## src/ddw_pkg.sv

```systemverilog
`timescale 1ns / 1ps
// ----------------------------------------------------------------------------
// ddw_pkg
// types, codes and power-of-ten tables for the digit display writer
// ----------------------------------------------------------------------------
package ddw_pkg;

  localparam int unsigned VALUE_W   = 28;
  localparam int unsigned MAG_W     = 28;
  localparam int unsigned COUNT_W   = 4;
  localparam int unsigned ADDR_W    = 4;
  localparam int unsigned CODE_W    = 8;
  localparam int unsigned TAB_IDX_W = 3;
  // decimal place index, 0 to 8
  localparam int unsigned PLACE_W   = 4;
  localparam int unsigned DIGIT_W   = 4;
  // room for nine times the highest power of ten
  localparam int unsigned WIDE_W    = 32;

  localparam logic [CODE_W-1:0]  CODE_BLANK = 8'd15;
  localparam logic [CODE_W-1:0]  CODE_MINUS = 8'd10;
  // highest decimal place a magnitude up to 2^27 can use
  localparam logic [PLACE_W-1:0] TOP_PLACE  = 4'd8;

  localparam logic [WIDE_W-1:0] POW10 [9] = '{
    32'd1, 32'd10, 32'd100, 32'd1000, 32'd10000,
    32'd100000, 32'd1000000, 32'd10000000, 32'd100000000
  };

  typedef struct packed {
    logic [MAG_W-1:0]   mag;
    logic [COUNT_W-1:0] count;
    logic               neg;
  } cmd_t;

  typedef enum logic [1:0] {
    S_IDLE,
    S_NEXT,
    S_DIV,
    S_EMIT
  } back_state_e;

endpackage

```

## src/ddw_front.sv

```systemverilog
`timescale 1ns / 1ps
// ----------------------------------------------------------------------------
// ddw_front
// takes input transactions, splits sign and magnitude, clamps the count
// ----------------------------------------------------------------------------
module ddw_front import ddw_pkg::*; #(
  parameter int unsigned DIGITS = 8
) (
  input  logic                      in_valid_i,
  output logic                      in_ready_o,
  input  logic signed [VALUE_W-1:0] value_i,
  input  logic [COUNT_W-1:0]        digit_count_i,
  input  logic                      q_full_i,
  output logic                      q_push_o,
  output cmd_t                      q_cmd_o
);

  logic                 neg;
  logic [VALUE_W-1:0]   raw;

  assign raw        = value_i;
  assign neg        = raw[VALUE_W-1];
  assign in_ready_o = !q_full_i;
  assign q_push_o   = in_valid_i && !q_full_i;

  always_comb begin
    q_cmd_o.neg   = neg;
    // two's complement negate, most negative value maps to 2^27 exactly
    q_cmd_o.mag   = neg ? MAG_W'(~raw + 1'b1) : MAG_W'(raw);
    q_cmd_o.count = (digit_count_i > COUNT_W'(DIGITS)) ? COUNT_W'(DIGITS) : digit_count_i;
  end

endmodule

```

## src/ddw_queue.sv

```systemverilog
`timescale 1ns / 1ps
// ----------------------------------------------------------------------------
// ddw_queue
// two-entry command queue between front and back
// ----------------------------------------------------------------------------
module ddw_queue import ddw_pkg::*; (
  input  logic clk_i,
  input  logic rst_ni,
  input  logic push_i,
  input  cmd_t push_cmd_i,
  output logic full_o,
  input  logic pop_i,
  output logic empty_o,
  output cmd_t pop_cmd_o
);

  localparam int unsigned Depth = 2;
  localparam int unsigned PtrW  = 1;

  cmd_t            mem_q [Depth];
  logic [PtrW-1:0] wr_ptr_q, wr_ptr_d;
  logic [PtrW-1:0] rd_ptr_q, rd_ptr_d;
  logic [PtrW:0]   fill_q, fill_d;
  logic            do_push, do_pop;

  assign full_o    = (fill_q == (PtrW+1)'(Depth));
  assign empty_o   = (fill_q == '0);
  assign do_push   = push_i && !full_o;
  assign do_pop    = pop_i && !empty_o;
  assign pop_cmd_o = mem_q[rd_ptr_q];

  always_comb begin
    wr_ptr_d = do_push ? wr_ptr_q + 1'b1 : wr_ptr_q;
    rd_ptr_d = do_pop ? rd_ptr_q + 1'b1 : rd_ptr_q;
    fill_d   = fill_q;
    if (do_push && !do_pop) begin
      fill_d = fill_q + 1'b1;
    end else if (do_pop && !do_push) begin
      fill_d = fill_q - 1'b1;
    end
  end

  always_ff @(posedge clk_i or negedge rst_ni) begin
    if (!rst_ni) begin
      wr_ptr_q <= '0;
      rd_ptr_q <= '0;
      fill_q   <= '0;
    end else begin
      wr_ptr_q <= wr_ptr_d;
      rd_ptr_q <= rd_ptr_d;
      fill_q   <= fill_d;
    end
  end

  always_ff @(posedge clk_i) begin
    if (do_push) begin
      mem_q[wr_ptr_q] <= push_cmd_i;
    end
  end

endmodule

```

## src/ddw_back.sv

```systemverilog
`timescale 1ns / 1ps
// ----------------------------------------------------------------------------
// ddw_back
// write sequencer: blanks, minus, place-by-place digit extractor, output slot
// ----------------------------------------------------------------------------
module ddw_back import ddw_pkg::*; #(
  parameter int unsigned DIGITS = 8
) (
  input  logic              clk_i,
  input  logic              rst_ni,
  input  logic              q_empty_i,
  input  cmd_t              q_cmd_i,
  output logic              q_pop_o,
  output logic              out_valid_o,
  input  logic              out_ready_i,
  output logic [ADDR_W-1:0] digit_address_o,
  output logic [CODE_W-1:0] digit_code_o,
  output logic              overflow_o,
  output logic              last_write_o
);

  back_state_e state_q, state_d;

  logic [MAG_W-1:0]     mag_q;
  logic [COUNT_W-1:0]   n_q;
  logic                 neg_q;
  logic [ADDR_W-1:0]    a_q;
  logic                 top_q;
  logic [PLACE_W-1:0]   place_q;
  logic [CODE_W-1:0]    q8_q;
  logic                 hi_q;
  logic [CODE_W-1:0]    code_pend_q;
  logic                 ovf_pend_q;

  logic                 out_valid_q;
  logic [ADDR_W-1:0]    out_addr_q;
  logic [CODE_W-1:0]    out_code_q;
  logic                 out_ovf_q;
  logic                 out_last_q;

  logic                 slot_free;
  logic                 is_blank, is_minus;
  logic                 do_pop, do_start, do_step, do_load;
  logic [TAB_IDX_W-1:0] pos_idx;
  logic [PLACE_W-1:0]   tgt_place;
  logic                 last_step;
  logic [WIDE_W-1:0]    pow_w;
  logic [WIDE_W-1:0]    mag_w;
  logic [WIDE_W-1:0]    sub_w;
  logic [DIGIT_W-1:0]   dig;
  logic [MAG_W-1:0]     mag_next;
  logic [CODE_W-1:0]    q8_next;
  logic                 hi_next;

  assign slot_free = !out_valid_q || out_ready_i;
  assign is_blank  = (a_q > ADDR_W'(n_q));
  assign is_minus  = neg_q && (a_q == ADDR_W'(n_q));
  assign pos_idx   = TAB_IDX_W'(a_q - 1'b1);
  assign tgt_place = PLACE_W'(pos_idx);
  assign last_step = (place_q == tgt_place);
  assign mag_w     = WIDE_W'(mag_q);

  // digit at the current decimal place, by compare against its multiples
  always_comb begin
    pow_w = POW10[place_q];
    dig   = '0;
    sub_w = '0;
    for (int m = 1; m < 10; m++) begin
      if (mag_w >= pow_w * WIDE_W'(m)) begin
        dig   = DIGIT_W'(m);
        sub_w = pow_w * WIDE_W'(m);
      end
    end
  end

  assign mag_next = MAG_W'(mag_w - sub_w);
  // low byte of the running quotient, times ten plus the new digit
  assign q8_next  = CODE_W'({q8_q, 3'b000}) + CODE_W'({q8_q, 1'b0}) + CODE_W'(dig);
  assign hi_next  = hi_q || (dig != '0);

  // next state
  always_comb begin
    state_d = state_q;
    case (state_q)
      S_IDLE: begin
        if (!q_empty_i) state_d = S_NEXT;
      end
      S_NEXT: begin
        state_d = (is_blank || is_minus) ? S_EMIT : S_DIV;
      end
      S_DIV: begin
        if (last_step) state_d = S_EMIT;
      end
      S_EMIT: begin
        if (slot_free) state_d = (a_q == ADDR_W'(1)) ? S_IDLE : S_NEXT;
      end
      default: state_d = S_IDLE;
    endcase
  end

  // control outputs
  always_comb begin
    do_pop   = 1'b0;
    do_start = 1'b0;
    do_step  = 1'b0;
    do_load  = 1'b0;
    case (state_q)
      S_IDLE:  do_pop   = !q_empty_i;
      S_NEXT:  do_start = !(is_blank || is_minus);
      S_DIV:   do_step  = 1'b1;
      S_EMIT:  do_load  = slot_free;
      default: ;
    endcase
  end

  assign q_pop_o = do_pop;

  always_ff @(posedge clk_i or negedge rst_ni) begin
    if (!rst_ni) begin
      state_q     <= S_IDLE;
      out_valid_q <= 1'b0;
    end else begin
      state_q <= state_d;
      if (do_load) begin
        out_valid_q <= 1'b1;
      end else if (out_ready_i) begin
        out_valid_q <= 1'b0;
      end
    end
  end

  always_ff @(posedge clk_i) begin
    if (do_pop) begin
      mag_q <= q_cmd_i.mag;
      n_q   <= q_cmd_i.count;
      neg_q <= q_cmd_i.neg;
      a_q   <= ADDR_W'(DIGITS);
      top_q <= 1'b1;
    end
    if (state_q == S_NEXT) begin
      if (is_blank) begin
        code_pend_q <= CODE_BLANK;
        ovf_pend_q  <= 1'b0;
      end else if (is_minus) begin
        code_pend_q <= CODE_MINUS;
        ovf_pend_q  <= 1'b0;
      end
    end
    if (do_start) begin
      // top digit walks every place above it, a lower digit only its own
      place_q <= top_q ? TOP_PLACE : tgt_place;
      q8_q    <= '0;
      hi_q    <= 1'b0;
    end
    if (do_step) begin
      // one decimal place per cycle, remainder stays in mag_q
      mag_q <= mag_next;
      q8_q  <= q8_next;
      hi_q  <= hi_next;
      if (last_step) begin
        code_pend_q <= q8_next;
        ovf_pend_q  <= top_q && hi_q;
        top_q       <= 1'b0;
      end else begin
        place_q <= place_q - 1'b1;
      end
    end
    if (do_load) begin
      out_addr_q <= a_q;
      out_code_q <= code_pend_q;
      out_ovf_q  <= ovf_pend_q;
      out_last_q <= (a_q == ADDR_W'(1));
      a_q        <= a_q - 1'b1;
    end
  end

  assign out_valid_o     = out_valid_q;
  assign digit_address_o = out_addr_q;
  assign digit_code_o    = out_code_q;
  assign overflow_o      = out_ovf_q;
  assign last_write_o    = out_last_q;

endmodule

```

## src/decimal_digit_display_writer_top.sv

```systemverilog
`timescale 1ns / 1ps
// ----------------------------------------------------------------------------
// decimal_digit_display_writer_top
// turns a signed value and digit count into DIGITS code-B digit writes
// ----------------------------------------------------------------------------
// usage
//   input channel: in_valid_i/in_ready_o carry value_i (signed) and
//   digit_count_i; a count above DIGITS is treated as DIGITS
//   output channel: out_valid_o/out_ready_i carry one digit write per
//   transaction, DIGITS of them per input, highest address first, with
//   last_write_o high on the address 1 write
// sequencing
//   an input is held in the queue and popped in S_IDLE; S_NEXT then loads a
//   blank or minus, or S_DIV steps find the digit, and S_EMIT fills the
//   output slot; S_NEXT and S_EMIT run once per write, S_EMIT waiting while
//   the output slot is held; when any digit is shown, extraction takes one
//   step per decimal place from 10^8 down to the top digit, then one for each
//   lower digit; a new item is popped only once the address 1 write of the
//   previous item is loaded into the output slot
// reset
//   queue, sequencer and output slot come up empty, no write pending
// stalls
//   a stalled receiver holds the output slot; the sequencer waits with the
//   next write ready and the two-entry queue keeps taking input transactions
// ----------------------------------------------------------------------------
module decimal_digit_display_writer_top import ddw_pkg::*; #(
  parameter int unsigned DIGITS = 8
) (
  input  logic                      clk_i,
  input  logic                      rst_ni,
  input  logic                      in_valid_i,
  output logic                      in_ready_o,
  input  logic signed [VALUE_W-1:0] value_i,
  input  logic [COUNT_W-1:0]        digit_count_i,
  output logic                      out_valid_o,
  input  logic                      out_ready_i,
  output logic [ADDR_W-1:0]         digit_address_o,
  output logic [CODE_W-1:0]         digit_code_o,
  output logic                      overflow_o,
  output logic                      last_write_o
);

  // front to queue
  logic q_push;
  logic q_full;
  cmd_t q_push_cmd;

  // queue to back
  logic q_pop;
  logic q_empty;
  cmd_t q_pop_cmd;

  // sign split and count clamp
  ddw_front #(
    .DIGITS (DIGITS)
  ) u_front (
    .in_valid_i    (in_valid_i),
    .in_ready_o    (in_ready_o),
    .value_i       (value_i),
    .digit_count_i (digit_count_i),
    .q_full_i      (q_full),
    .q_push_o      (q_push),
    .q_cmd_o       (q_push_cmd)
  );

  // decouples the input side from the write sequencer
  ddw_queue u_queue (
    .clk_i      (clk_i),
    .rst_ni     (rst_ni),
    .push_i     (q_push),
    .push_cmd_i (q_push_cmd),
    .full_o     (q_full),
    .pop_i      (q_pop),
    .empty_o    (q_empty),
    .pop_cmd_o  (q_pop_cmd)
  );

  // blanks, minus and digits, one write at a time
  ddw_back #(
    .DIGITS (DIGITS)
  ) u_back (
    .clk_i           (clk_i),
    .rst_ni          (rst_ni),
    .q_empty_i       (q_empty),
    .q_cmd_i         (q_pop_cmd),
    .q_pop_o         (q_pop),
    .out_valid_o     (out_valid_o),
    .out_ready_i     (out_ready_i),
    .digit_address_o (digit_address_o),
    .digit_code_o    (digit_code_o),
    .overflow_o      (overflow_o),
    .last_write_o    (last_write_o)
  );

endmodule

```

## config.mk

```make
export PLATFORM = sky130hd
export DESIGN_NAME = decimal_digit_display_writer_top
export DESIGN_NICKNAME = d
export VERILOG_FILES = /design/src/ddw_pkg.sv /design/src/ddw_front.sv /design/src/ddw_queue.sv /design/src/ddw_back.sv /design/src/decimal_digit_display_writer_top.sv
export SDC_FILE = /design/constraint.sdc
export NUM_CORES = 1
export LEC_CHECK = 0
export ABC_AREA = 1
export BUFFER_PORTS_ARGS = -buffer_cell sky130_fd_sc_hd__buf_2
export CAP_MARGIN = 10
export CELL_PAD_IN_SITES_DETAIL_PLACEMENT = 2
export CELL_PAD_IN_SITES_GLOBAL_PLACEMENT = 2
export CORE_AREA = 2 2 256 258
export DETAILED_ROUTE_END_ITERATION = 7
export DIE_AREA = 0 0 258 260
export GPL_ROUTABILITY_DRIVEN = 0
export PLACE_DENSITY = 0.78
export SYNTH_ARGS = -nofsm -noshare
export SYNTH_HDL_FRONTEND = slang
export SYNTH_SLANG_ARGS = --single-unit
```

## constraint.sdc

```tcl
create_clock -name clk_i -period 8.9 [get_ports clk_i]
set_input_delay 1.78 -clock clk_i [delete_from_list [all_inputs] [get_ports clk_i]]
set_output_delay 1.78 -clock clk_i [all_outputs]
set_load 0.01 [all_outputs]
```

==> impl_metrics.env <==
export IMPL_wl_per_cell_um=24.0
export IMPL_netlist_instances=2598
export IMPL_syn_cell_area_mm2=0.0192
export IMPL_fp_coreArea_mm2=0.0641
export IMPL_grtUsageTotal_pct=25.3
export IMPL_yosysTopAreaCell="ha_1"
export IMPL_die_h_um=260
export IMPL_dr_pass1_iters=5
export IMPL_post_place_ws_ns=-0.0622
export IMPL_multi_input_area_mm2=0.0138
export IMPL_antenna_found_initial=2
export IMPL_ys_ff_latch=146
export IMPL_r2r_end="u_back.mag_q[16]$_DFFE_PP_"
export IMPL_grt_pass1_wl_mm=131
export IMPL_grt_pass1_vias=22100
export IMPL_setup_violations=0
export IMPL_critPathSlowestCell="nor2_1"
export IMPL_n_antenna_cell=0
export IMPL_globalRouteOverflowTotal=0
export IMPL_path_class="reg2reg"
export IMPL_layout_nets=3152
export IMPL_hp_start="u_back.code_pend_q[7]$_DFF_P_"
export IMPL_cp_start_kind="flop"
export IMPL_crit_arrival_ns=8.64
export IMPL_tritoncts="built"
export IMPL_slowest_delay_ns=0.64
export IMPL_clock_insertion_delay_worst_skew_ns=0.45
export IMPL_ant_nets=0
export IMPL_cts_root_buf="clkbuf_16"
export IMPL_synth_edf_count=125
export IMPL_slew_violations=0
export IMPL_vias_per_cell=5.58
export IMPL_seq_area_mm2=0.00421
export IMPL_tightest_slew_ns=1.14
export IMPL_setup_tns_ns=0
export IMPL_drc=0
export IMPL_cp_end_kind="flop"
export IMPL_status="finished, final reports clean"
export IMPL_synth_top_cells_by_area="ha_1 24%, edfxtp_1 20%, nand2_1 10%"
export IMPL_vias=20100
export IMPL_netlist_area_leader_share_pct=23.7
export IMPL_dieArea_mm2=0.0671
export IMPL_rows=93
export IMPL_hpwl_mm=69.1
export IMPL_r2r_cells=48
export IMPL_grt_max_degree=48
export IMPL_fin_crit_sh_pct=95.1
export IMPL_port_buffers=51
export IMPL_drive_gt1_share_pct=11.6
export IMPL_worst_path_max_fanout=8
export IMPL_fmax_ghz=0.118
export IMPL_hold_viol=0
export IMPL_synth_distinct_cells=62
export IMPL_cap_violations=0
export IMPL_max_slew_margin_pct=24.1
export IMPL_synthArstFlopShare_pct=4.79
export IMPL_synth_area_per_cell_um2=7.39
export IMPL_die_width_um=258
export IMPL_nFillCells=7454
export IMPL_drt_iter0_drc=1174
export IMPL_yosys_warnings=0
export IMPL_syn_to_final_growth_pct=15.1
export IMPL_cp_common_cell="nand2_1"
export IMPL_hold_end="u_back.digit_code_o[7]$_DFFE_PP_"
export IMPL_clkTransAtPathRegs_ns=0.07
export IMPL_critPathRequiredTime_ns=9.07
export IMPL_synth_ff_type="edfxtp_1"
export IMPL_fin_util_pct=34.5
export IMPL_initial_utilization_pct=29.9
export IMPL_final_cell_mix="524 x nand2_1, 358 x ha_1, 309 x inv_1"
export IMPL_ys_seq_area_share_pct=21.9
export IMPL_numCtsBuffers=17
export IMPL_io_pins=52
export IMPL_hold_depth=0
export IMPL_clock_skew_ns=0.0191
export IMPL_layout_commonest_cell="nand2_1"
export IMPL_fin_ws_ns=0.432
export IMPL_whs_ns=0.442
export IMPL_min_path_type="reg2reg"
export IMPL_clock_sinks=146
export IMPL_wl_mm=86.4
export IMPL_reg2reg_slack_ns=0.43
export IMPL_crit_reg2reg_launch="u_back.place_q[2]$_DFF_P_"
export IMPL_hold_buffers=0
export IMPL_cts_max_path_buffers=2
export IMPL_cts_max_level=4
export IMPL_period_minus_slack_ns=8.47
[layer usage]
layer | routed length (um) | share of wire, % | track usage, %
met4 | 3710 | 4.3 | 10.3
met1 | 38100 | 44 | 32.2
met3 | 3920 | 4.5 | 2.77
met2 | 40700 | 47 | 43.6
met5 | 0 | 0 | 0
[cells in the mapped netlist, types with 4 or more instances]
| cell type | n |
|---|---|
| inv_2 | 6 |
| xor2_1 | 72 |
| nand2_1 | 531 |
| dfrtp_1 | 7 |
| o21bai_1 | 16 |
| o21a_1 | 7 |
| a211oi_1 | 12 |
| o31ai_1 | 10 |
| a21o_1 | 8 |
| dfxtp_1 | 14 |
| a21boi_0 | 5 |
| nand2_2 | 14 |
| a21oi_1 | 301 |
| nand3_2 | 4 |
| o211ai_1 | 14 |
| a21boi_1 | 12 |
| nand3b_1 | 6 |
| edfxtp_1 | 125 |
| or2_2 | 13 |
| fa_1 | 21 |
| nor3b_1 | 4 |
| o21ai_0 | 166 |
| o21ai_1 | 29 |
| ha_1 | 364 |
| o22ai_1 | 21 |
| nor3_1 | 35 |
| nor2_1 | 171 |
| buf_2 | 6 |
| a22oi_1 | 6 |
| inv_1 | 312 |
| buf_6 | 4 |
| nand3_1 | 87 |
| nand2_4 | 5 |
| nand4_1 | 50 |
| a31oi_1 | 13 |
| xnor2_1 | 34 |
| nor4_1 | 11 |
| clkbuf_1 | 42 |
[cells by family (layout without fill, tap and decap cells)]
logic type | count (synthesis) | in the layout | share of synthesized area (%)
AND/OR/NAND/NOR | 944 | 944 | 21.3
AO/OA/AOI/OAI | 638 | 638 | 18.4
adder cells (fa/ha/maj) | 385 | 385 | 25.9
buffers and inverters | 378 | 518 | 7.64
flip-flops | 146 | 146 | 21.9
XOR/XNOR | 106 | 106 | 4.84
other | 1 | 7 | 0.0195
[final cells by class]
| class | instances | share of cell area [%] |
|---|---|---|
| Clock buffer | 19 | 2.00 |
| Clock inverter | 13 | 0.560 |
| Inverter | 321 | 5.49 |
| Multi-Input combinational cell | 2080 | 62.5 |
| Sequential cell | 146 | 19.1 |
| Tap cell | 855 | 4.84 |
| Timing Repair Buffer | 165 | 5.54 |
[registers in the layout (all words and copies together), names as in the netlist]
signal and flops:
u_back.a_q 4, u_back.code_pend_q 8, u_back.digit_address_o 4, u_back.digit_code_o 8, u_back.hi_q 1, u_back.last_write_o 1
u_back.mag_q 28, u_back.n_q 4, u_back.neg_q 1, u_back.out_valid_o 1, u_back.overflow_o 1, u_back.ovf_pend_q 1
u_back.place_q 4, u_back.q8_q 7, u_back.state_q 2, u_back.top_q 1, u_queue.fill_q 2, u_queue.mem_q 66
u_queue.rd_ptr_q 1, u_queue.wr_ptr_q 1
[worst max path at each step]
stage,from,to,cells after the start,slack (ns)
2_1_floorplan,u_back.place_q[0]$_DFF_P_,u_back.mag_q[25]$_DFFE_PP_,49,0.64
3_3_place_gp,u_back.place_q[0]$_DFF_P_,u_back.mag_q[25]$_DFFE_PP_,46,0.28
3_5_place_dp,u_back.place_q[0]$_DFF_P_,u_back.mag_q[25]$_DFFE_PP_,50,-0.06
4_1_cts,u_back.place_q[0]$_DFF_P_,u_back.mag_q[25]$_DFFE_PP_,48,0.03
5_1_grt,u_back.place_q[2]$_DFF_P_,u_back.mag_q[25]$_DFFE_PP_,50,-0.06
6_report,u_back.place_q[2]$_DFF_P_,u_back.mag_q[16]$_DFFE_PP_,48,0.43
[critical path: cells and delay by family (launching register included)]
family / cells / cell delay, ns
AO/OA/AOI/OAI: 9 / 1.61
XOR/XNOR: 1 / 0.18
adder cells (fa/ha/maj): 4 / 1.34
buffers and inverters: 8 / 1.34
flip-flops: 1 / 0.36
AND/OR/NAND/NOR: 26 / 3.34
[stage by stage]
stage	area, um^2	instances
2_1_floorplan	19200	2604
3_3_place_gp	21000	3545
3_5_place_dp	21000	3545
4_1_cts	21600	3579
5_1_grt	22100	3599
6_report	22100	3599
[what timing repair did]
item	CTS	global route
setup endpoints to repair	2	20
gates resized for setup	8	73
hold endpoints to repair	0	0
gates cloned	0	3
buffers inserted	2	16
pin swaps	0	19
Power is left out: the tool's default activity adds up to more than one toggle a clock period on the data nets, which glitch-free logic cannot reach.
